<file path="config.mk">
export PLATFORM = sky130hd
export DESIGN_NAME = pkst_cell
export DESIGN_NICKNAME = d
export VERILOG_FILES = /design/src/pid_keyed_stack_table_defines.svh /design/src/pkst_pkg.sv /design/src/pkst_cell.sv
export SDC_FILE = /design/constraint.sdc
export NUM_CORES = 1
export LEC_CHECK = 0
export BUFFER_PORTS_ARGS = -buffer_cell sky130_fd_sc_hd__buf_2
export CAP_MARGIN = 20
export CORE_ASPECT_RATIO = 0.9
export CORE_UTILIZATION = 45
export DETAILED_ROUTE_END_ITERATION = 7
export PLACE_DENSITY = 0.76
export SYNTH_ARGS = -nofsm -noshare
export SYNTH_HDL_FRONTEND = slang
export SYNTH_SLANG_ARGS = --single-unit
</file>
<file path="constraint.sdc">
create_clock -name clk -period 4.12 [get_ports clk]
set_input_delay 0.618 -clock clk [delete_from_list [all_inputs] [get_ports clk]]
set_output_delay 0.618 -clock clk [all_outputs]
set_load 0.03 [all_outputs]
</file>
<file path="src/pid_keyed_stack_table_defines.svh">
// Assertion macros for the pid keyed stack table.
// Used by the top level; expects clk and rst_n in scope.
`ifndef PID_KEYED_STACK_TABLE_DEFINES_SVH
`define PID_KEYED_STACK_TABLE_DEFINES_SVH

// Check an expression at every clock edge outside reset.
`define PKST_ASSERT(lbl, prop, msg) \
  lbl: assert property (@(posedge clk) disable iff (!rst_n) (prop)) else $error(msg);

// Check that a condition implies a consequence in the same cycle.
`define PKST_ASSERT_IMPL(lbl, ante, cons, msg) \
  lbl: assert property (@(posedge clk) disable iff (!rst_n) (ante) |-> (cons)) \
    else $error(msg);

`endif

</file>
<file path="src/pkst_pkg.sv">
// Shared constants, codes and link types of the pid keyed stack table.
// No dependencies; compile first.
`default_nettype none

package pkst_pkg;

  localparam int ENTRIES  = 64;
  localparam int PID_W    = 16;
  localparam int ADDR_W   = 32;
  localparam int STATUS_W = 3;

  typedef enum logic {
    CMD_REGISTER = 1'b0,
    CMD_CONSUME  = 1'b1
  } cmd_t;

  typedef enum logic [STATUS_W-1:0] {
    ST_UPDATED   = 3'd0,
    ST_INSERTED  = 3'd1,
    ST_CONSUMED  = 3'd2,
    ST_NOT_FOUND = 3'd3,
    ST_FULL      = 3'd4,
    ST_INVALID   = 3'd5
  } status_t;

  // Token handed from cell to cell: one walks the row per pass.
  typedef struct packed {
    logic              tok;   // token present at this link
    logic              hit;   // search: key matched; claim: entry taken
    logic              free;  // search: an empty entry was passed
    logic [ADDR_W-1:0] data;  // address of the matching entry
  } link_t;

  // Request fields broadcast to every cell.
  typedef struct packed {
    logic              claim;    // second pass: fill the first empty entry
    logic              consume;  // consume request, else register
    logic [PID_W-1:0]  key;
    logic [ADDR_W-1:0] addr;
  } bcast_t;

endpackage

`default_nettype wire

</file>
<file path="src/pkst_cell.sv">
// One table entry: id and address, plus the link register toward the next cell.
// Depends on pkst_pkg.
`default_nettype none

module pkst_cell import pkst_pkg::*; (
  input  wire logic   clk,
  input  wire logic   rst_n,
  input  wire bcast_t ctl,
  input  wire link_t  link_in,
  output link_t       link_out
);

  logic [PID_W-1:0]  id_r, id_nxt;
  logic [ADDR_W-1:0] ent_addr_r, ent_addr_nxt;
  link_t             link_r, link_nxt;
  logic              match;
  logic              empty;

  assign match = (ctl.key != '0) && (id_r == ctl.key);
  assign empty = (id_r == '0);

  // Act on the passing token, then hand it on
  always_comb begin
    id_nxt       = id_r;
    ent_addr_nxt = ent_addr_r;
    link_nxt     = link_in;
    if (link_in.tok) begin
      if (ctl.claim) begin
        // take the request in the first empty entry along the row
        if (!link_in.hit && empty) begin
          id_nxt       = ctl.key;
          ent_addr_nxt = ctl.addr;
          link_nxt.hit = 1'b1;
        end
      end else begin
        link_nxt.hit  = link_in.hit | match;
        link_nxt.free = link_in.free | empty;
        if (match) begin
          link_nxt.data = ent_addr_r;
          if (ctl.consume) begin
            id_nxt = '0;
          end else begin
            ent_addr_nxt = ctl.addr;
          end
        end
      end
    end
  end

  // Hold id and link; empty the entry at reset
  always_ff @(posedge clk) begin
    if (!rst_n) begin
      id_r   <= '0;
      link_r <= '0;
    end else begin
      id_r   <= id_nxt;
      link_r <= link_nxt;
    end
  end

  // Address store is defined only once written
  always_ff @(posedge clk) begin
    ent_addr_r <= ent_addr_nxt;
  end

  assign link_out = link_r;

endmodule

`default_nettype wire

</file>
Word level (Yosys, flattened, before mapping)
Cells that the tools add are included.
- register bits: 83
- bits of input ports: 87
- output and inout port bits: 35
- word-level logic and storage cells: 33
- equality and inequality tests: 3
- muxes and demuxes: 13
- bitwise gates (word level): 2
- reductions and logical operators: 9
- operator list (kind ; number):
    $mux W32 ; 5
    $mux W16 ; 4
    $mux W34 ; 1
    $mux W33 ; 1
    $eq A16 B16 Y1 ; 1
    $logic_not A16 Y1 ; 1
    $reduce_bool A16 Y1 ; 1
    $reduce_and A4 Y1 ; 2
    $ne A2 B1 Y1 const B ; 2
    $reduce_bool A2 Y1 ; 2
    $logic_and A1 B1 Y1 ; 2
    $mux W1 ; 2
    $or A1 B1 Y1 ; 2
    $logic_not A1 Y1 ; 1

Longest topological paths before layout
Gate-level depths: netlist of run 1.
- word-level depth: 5
- mapped depth: 7
- depth with buffers taken out: 5

Least setup slack after synthesis of run 1
OpenSTA, ideal clock, no wires.
- path kind: input to register
- start point: input ctl[32] in the netlist's numbering
- end point: register ent_addr_r[0] (enable)
- arrival time: 3869 ps
- data required time: 3652 ps
- slack: -217 ps
- stages on the path: 6
- buffers on the path: 1
- cells stage by stage: xor2_1 > nor4_4 > and2_1 > clkbuf_1 > a21oi_1 > nor3b_1
- cells in the longest elaborated chain, start to end: 4
- elaborated cells between the ends (all ways): 5
- those cells by class: eq/ne (1); reduce/logical (4)
- RTL lines (what ; line ; RTL):
    from (decl) ; pkst_cell.sv:8 ; input wire bcast_t ctl,
    $eq A16 B16 Y1 / $reduce_bool A16 Y1 (equally long branches) ; pkst_cell.sv:19 ; assign match = (ctl.key != '0) && (id_r == ctl.key);
    $logic_and A1 B1 Y1 (*) ; pkst_cell.sv:19 ;
    $reduce_bool A2 Y1 (no source line) (*) ; n/a ;
    $reduce_and A4 Y1 (no source line) (*) ; n/a ;
    to (signal assigned) ; pkst_cell.sv:63 ; ent_addr_r <= ent_addr_nxt;
    to (decl) ; pkst_cell.sv:14 ; logic [ADDR_W-1:0] ent_addr_r, ent_addr_nxt;
Every way passes the cells marked *; elsewhere a longest branch is shown, timed or not.
A chain may end at the register's enable or synchronous reset.

Final worst setup path of run 1
- start point: register id_r[5]
- end point: register ent_addr_r[28] (enable)
- cells in the longest elaborated chain, start to end: 4
- elaborated cells between the ends (all ways): 7
- those cells by class: eq/ne (2); reduce/logical (5)
- RTL lines (what ; line ; RTL):
    from (decl) ; pkst_cell.sv:13 ; logic [PID_W-1:0] id_r, id_nxt;
    from (signal assigned) ; pkst_cell.sv:56 ; id_r <= id_nxt;
    $logic_not A16 Y1 / $eq A16 B16 Y1 (equally long branches) ; pkst_cell.sv:20, pkst_cell.sv:19 ;
    $logic_and A1 B1 Y1 (on tied branches) ; pkst_cell.sv:30, pkst_cell.sv:19 ;
    $ne A2 B1 Y1 (no source line) / $reduce_bool A2 Y1 (equally long branches) ; n/a ;
    $reduce_and A4 Y1 (no source line) (*) ; n/a ;
Marks and branches as above.

==> results.json, run 1 <==
{
  "outcome": "finished, final reports clean",
  "die_area_um2": 7990,
  "synth_warnings": 0,
  "crit_chain": "xor2_1 -> nor4_2 -> and3_1 -> buf_4 -> a21oi_1 -> nor3b_4 -> buf_4",
  "cpMostUsedCell": "buf_4",
  "synth_edf_count": 32,
  "postSynthAreaPerCell_um2": 11.1,
  "grt_pass1_vias": 2828,
  "postRouteWirelength_um": 8500,
  "wire_per_inst_um": 16.4,
  "synthDistinctLibCells": 29,
  "syn_area_um2": 3440,
  "grt-ovfl-total": 0,
  "dp_hpwl_um": 5800,
  "fin_crit_sh_pct": 61.7,
  "core-area_um2": 7220,
  "slew_headroom_pct": 26.3,
  "gp_congestion": 0.834,
  "cp_slowest_stage_delay_ps": 390,
  "worstReg2RegStart": "id_r[5]",
  "clk_pin_slew_ps": 90,
  "drv_slew": 0,
  "die_y_um": 84.9,
  "vias": 2899,
  "fmax_mhz": 393,
  "yosysMostFrequentCell": "dfxtp_1",
  "ys_top_cells_by_count": "dfxtp_1 (51), a21oi_1 (36), nand4_1 (33)",
  "hold_buffers": 0,
  "power_density_nw_per_um2": 415,
  "whs_ps": 440,
  "yosys.area.top_type_share_pct": 29.7,
  "drt_pass1_iterations": 5,
  "drt_iter0_markers": 155,
  "cts_tree": "built",
  "routed_via_density": 5.59,
  "maxCapViolations": 0,
  "hold_path_startpoint": "ctl[5]",
  "synth_top_family_by_area": "compound AO/OA/AOI/OAI gates",
  "cp_max_fo": 33,
  "min_path_type": "primary input to flip-flop",
  "synth_seq_area_share_pct": 57.6,
  "setup_violations": 0,
  "register_area_um2": 1980,
  "port_buffers": 121,
  "critical-path-slowest-cell": "buf_4",
  "vdd_drop_max_mv": 0.287,
  "grt_pass1_wl_um": 13400,
  "min_period_ps": 2540,
  "cts.repair.resized": 0,
  "critical_path_buf_inv_count": 2,
  "io_pins": 122,
  "synth_compound_area_share_pct": 19.7,
  "cts.sinks": 83,
  "tightest_slew_ps": 1100,
  "clock_path_buffers": 2,
  "grt_max_degree": 34,
  "ant_nets": 0,
  "finalHoldViolations": 0,
  "cts_buffers": 9,
  "cts_setup_buffers": 0,
  "async_flop_share_pct": 0,
  "rsz0062_at_grt": "no",
  "nFillCells": 627,
  "synthFlopType": "dfxtp_1",
  "h-tree-depth": 3,
  "syn-num-nets": 396,
  "final_nets": 508,
  "path_class": "flip-flop to flip-flop",
  "ys_top_cells_by_area": "dfxtp_1 (30%), edfxtp_1 (28%), o31ai_1 (7.0%)",
  "power.total_uw": 1800,
  "drc": 0,
  "root_buffer": "clkbuf_8",
  "row_count": 29,
  "grt_use_total_pct": 21.9,
  "skew_ps": 12.4,
  "synthSimpleGateAreaFrac_pct": 14.6,
  "synth_cells": 309,
  "fin_util_pct": 60.0,
  "syn_to_final_growth_pct": 26.1,
  "yosys.area_share.adder_pct": 0,
  "worstSetupEndpointType": "flip-flop",
  "path_delay_family": "simple AND/OR/NAND/NOR gates",
  "total_leakage_power_uw": 0.00171,
  "cp.arrival_ps": 2540,
  "worstSetupStartpointType": "flip-flop",
  "synthXorXnorAreaFrac_pct": 4.08,
  "antenna_found_initial": 0,
  "synth_area_leader_cell": "dfxtp_1",
  "crit_start": "id_r[5]",
  "muxShareOfSynthArea_pct": 0,
  "layout-drive-gt1-share_pct": 38.5,
  "cp.required_ps": 4110,
  "clkLatencyLatePin_ps": 340,
  "ys_seq_elements": 83,
  "start_util_pct": 47.6,
  "multiInputGateArea_um2": 1330,
  "die_w_um": 94.1,
  "antenna_cells": 0,
  "setup_tns_ps": 0
}
[worst reg2reg max path, stage by stage (launching register included)]
cell     delay (ps)
dfxtp_1         370
xor2_1          190
nor4_2          350
and3_1          200
buf_4           320
a21oi_1         170
nor3b_4         200
buf_4           390
[cell families after synthesis]
logic type / count (synthesis)
AO/OA/AOI/OAI: 102
flip-flops: 83
AND/OR/NAND/NOR: 78
buffers and inverters: 30
XOR/XNOR: 16
[cell usage in the layout (no fill, tap or decap), types with 2 or more instances in the layout]
master        n
and2_1        2
nor2_1        3
and4_1        2
buf_2       121
nand4_1      33
a22oi_1      16
clkinvlp_4    2
clkbuf_8      9
nor4_2        2
inv_6         3
nor2b_1       2
nor4_4        2
nor4_1        8
dfxtp_1      51
o21ai_2      10
o31ai_1      32
o21ai_1       6
xor2_1       16
buf_4         8
a21oi_1      36
edfxtp_1     32
nand2_1      17
[metrics by stage]
| stage | instances | setup slack (ps) | instance area [um^2] |
|---|---|---|---|
| detailed placement | 502 | 1220 | 4120 |
| global placement | 501 | 1260 | 4090 |
| floorplan | 309 | 898 | 3440 |
| global route | 519 | 1380 | 4340 |
| CTS | 518 | 1570 | 4330 |
| finish | 519 | 1580 | 4340 |
[report_power, final]
group          total, uW  internal [uW]  switching, uW  leakage [uW]
sequential           932            905           26.8      0.000713
clock                599            291            309     0.0000988
combinational        269            102            168      0.000902
total               1800           1300            503       0.00171
[state kept, by name, summed over array words and instances (netlist names)]
register / flops
id_r: 16
link_out: 35
ent_addr_r: 32
[metal layers]
layer	vias to the layer above	part of all wire, %	track usage, %
met4	0	1.1	6.85
met5	-	0	0
met2	124	48	35.4
met3	6	7.3	6.54
met1	1348	44	28.2
li1	1421	-	-
[path summary, 6_finish.rpt]
path	depth (start not counted)	slack, ps	to
worst min register to register	2	500	id_r[11]
worst min-delay path	1	440	ent_addr_r[5]
worst max register to register	7	1580	ent_addr_r[28]
worst max-delay path	7	1580	ent_addr_r[28]
[final cells by class]
class	count	area share [%]
clock buffers	9	2.86
multi-input cells	196	30.8
well taps	93	2.68
repair buffers	130	16.0
flip-flops and latches	83	45.7
clock inverters	7	1.90
inverters	1	0.0866
No activity file was read; power rests on OpenSTA's default activity.
==> run 2, diff against run 1 <==
--- a/config.mk
+++ b/config.mk
@@ -5,12 +5,13 @@
 export SDC_FILE = /design/constraint.sdc
 export NUM_CORES = 1
 export LEC_CHECK = 0
+export ABC_AREA = 1
 export BUFFER_PORTS_ARGS = -buffer_cell sky130_fd_sc_hd__buf_2
 export CAP_MARGIN = 20
 export CORE_ASPECT_RATIO = 0.9
 export CORE_UTILIZATION = 45
 export DETAILED_ROUTE_END_ITERATION = 7
-export PLACE_DENSITY = 0.76
+export PLACE_DENSITY = 0.75
 export SYNTH_ARGS = -nofsm -noshare
 export SYNTH_HDL_FRONTEND = slang
 export SYNTH_SLANG_ARGS = --single-unit
==> constraint.sdc (replaced) <==
create_clock -name clk -period 2.12 [get_ports clk]
set_input_delay 0.318 -clock clk [delete_from_list [all_inputs] [get_ports clk]]
set_output_delay 0.318 -clock clk [all_outputs]
set_load 0.03 [all_outputs]
==> run 2 against run 1 <==
Net effect: sequential power grew 91%; critical path type unchanged; synthesized cell count increased by 46%; clock-buffer cell count stayed put; clock power grew 90%.
==> results.json, run 2 <==
{
  "dpl_worst_slack_ps": 375,
  "drv_slew": 0,
  "setup_tns_ps": 0,
  "vias": 3246,
  "min_period_ps": 1710,
  "p_clk_share_pct": 32.6,
  "yosys.area.top_type_share_pct": 27.9,
  "vdd_drop_max_mv": 0.484,
  "drt_pass1_iterations": 4,
  "cts.repair.resized": 0,
  "yosys.area_share.adder_pct": 0,
  "start_util_pct": 47.6,
  "synth_seq_area_share_pct": 54.1,
  "finalHoldViolations": 0,
  "setup_violations": 0,
  "whs_ps": 145,
  "met2WireLength_um": 4060,
  "syn_to_final_growth_pct": 24.5,
  "layout-drive-gt1-share_pct": 27.2,
  "drc": 0,
  "cts_buffers": 9,
  "switching_power_uw": 970,
  "grt_pass1_wl_um": 13500,
  "synth_cells": 452,
  "postLayoutSetupSlackWorst_ps": 408,
  "hold_buffers": 0,
  "routed_via_density": 4.84,
  "min_path_type": "primary input to flip-flop",
  "power_density_nw_per_um2": 765,
  "top_layer": "met4",
  "skew_ps": 9.13,
  "synth_warnings": 0,
  "grt_max_degree": 34,
  "maxCapViolations": 0,
  "yosysMostFrequentCell": "nand2_1",
  "rsz0062_at_grt": "no",
  "ant_nets": 0,
  "clk_pin_slew_ps": 90,
  "largest_register_ffs": 35,
  "row_count": 30,
  "synthSimpleGateAreaFrac_pct": 35.2,
  "die_area_um2": 8510,
  "antenna_found_initial": 1,
  "r2r_slack_ps": 410,
  "antenna_cells": 0,
  "dp_hpwl_um": 5980,
  "cp_max_fo": 32,
  "dr_wl_met3_um": 497,
  "synth_compound_area_share_pct": 3.01,
  "clock_path_buffers": 2,
  "grt_use_total_pct": 20.2,
  "total_leakage_power_uw": 0.00215,
  "final_common_cell": "buf_2",
  "fin_util_pct": 59.3,
  "wire_per_inst_um": 12.3,
  "syn-num-nets": 539,
  "cp.required_ps": 2160,
  "path_class": "flip-flop to flip-flop",
  "muxShareOfSynthArea_pct": 0,
  "io_pins": 122,
  "h-tree-depth": 3,
  "synth_area_leader_cell": "dfxtp_1",
  "gp_congestion": 0.905,
  "postRouteWirelength_um": 8230,
  "slew_headroom_pct": 62.9,
  "port_buffers": 121,
  "worstSetupEndpointType": "flip-flop",
  "die_w_um": 97.1,
  "root_buffer": "clkbuf_8",
  "synthDistinctLibCells": 23,
  "cp.arrival_ps": 1750,
  "comb_power_share_pct": 16.4,
  "async_flop_share_pct": 0,
  "p_seq_share_pct": 51.0,
  "fmax_mhz": 584,
  "fin_crit_sh_pct": 80.8,
  "power.share.switching_pct": 27.8,
  "syn_area_um2": 3660,
  "die_y_um": 87.6,
  "cts_tree": "built",
  "nFillCells": 692,
  "synth_edf_count": 32,
  "internal_power_uw": 2520,
  "drt_iter0_markers": 84,
  "synthFlopType": "dfxtp_1",
  "cts_setup_buffers": 0,
  "postSynthAreaPerCell_um2": 8.11,
  "wl_met1_um": 3600,
  "synthXorXnorAreaFrac_pct": 0.478,
  "core-area_um2": 7690,
  "ys_seq_elements": 83,
  "ys_top_cells_by_area": "dfxtp_1 (28%), edfxtp_1 (26%), nand2_1 (12%)",
  "clkLatencyLatePin_ps": 340,
  "worstSetupStartpointType": "flip-flop",
  "tightest_slew_ps": 557,
  "ys_top_cells_by_count": "nand2_1 (115), nor2_1 (97), dfxtp_1 (51)",
  "outcome": "finished, final reports clean",
  "final_nets": 656,
  "grt-ovfl-total": 0,
  "mostFrequentLayoutCells": "buf_2 (121), nand2_1 (115), nor2_1 (96)",
  "grt_pass1_vias": 3056,
  "cts.sinks": 83,
  "synth_top_family_by_area": "simple AND/OR/NAND/NOR gates"
}
-- run 2: cell count changes after synthesis, sizes merged, moves of 6 or more --
| cell | previous run | this run |
|---|---|---|
| a21oi | 36 | 18 |
| a22oi | 16 | 0 |
| clkbuf | 15 | 9 |
| inv | 0 | 34 |
| nand2 | 18 | 116 |
| nand3 | 1 | 22 |
| nand3b | 0 | 32 |
| nand4 | 33 | 8 |
| nor2 | 3 | 106 |
| nor4 | 12 | 0 |
| o21ai | 16 | 2 |
| o31ai | 32 | 0 |
| xor2 | 16 | 2 |
-- run 2: through the flow --
stage	std cells	total power (uW)	area, um^2
after floorplan	452	2190	3660
after global placement	654	2380	4360
after detailed placement	654	2390	4360
after CTS	670	3530	4560
after global routing	670	3670	4560
final	670	3490	4560
-- run 2: metal layers --
| metal | vias up | GRT usage, % |
|---|---|---|
| li1 | 1666 | - |
| met1 | 1476 | 24.9 |
| met2 | 98 | 34.4 |
| met3 | 6 | 5.67 |
| met4 | 0 | 7.46 |
| met5 | - | 0 |
-- run 2: cell type report --
type	count	area (um^2)	area share [%]
clock inverter	7	76.3	1.67
timing repair buffer	130	711	15.6
sequential	83	1980	43.5
tap	96	120	2.63
multi-input combinational	311	1420	31.1
inverter	34	128	2.80
clock buffer	9	124	2.72
-- run 2: cell families after synthesis --
family,Yosys count
flops,83
xor+xnor,2
compound gates,21
buf+inv,58
simple gates,288
-- run 2: worst paths after layout --
path / from / end / cells after the start
worst min register to register: id_r[4] / id_r[4] / 2
worst min-delay path: ctl[25] / ent_addr_r[25] / 1
worst max register to register: id_r[7] / ent_addr_r[1] / 8
worst max-delay path: id_r[7] / ent_addr_r[1] / 8
-- run 2: power groups by stage --
stage                     logic (uW)  clock network, uW  registers (uW)
after global routing             643               1240            1790
after detailed placement         574                  0            1820
after global placement           563                  0            1810
after floorplan                  305                  0            1890
final                            573               1140            1780
after CTS                        577               1170            1780
-- run 2: critical path, stage by stage, from the launching register on --
cell     delay [ps]
dfxtp_1         330
inv_1            70
nand4_1         130
nor2_1          100
and2_1          150
nand3_1         100
o21ai_0         110
o211a_1         210
buf_12          210
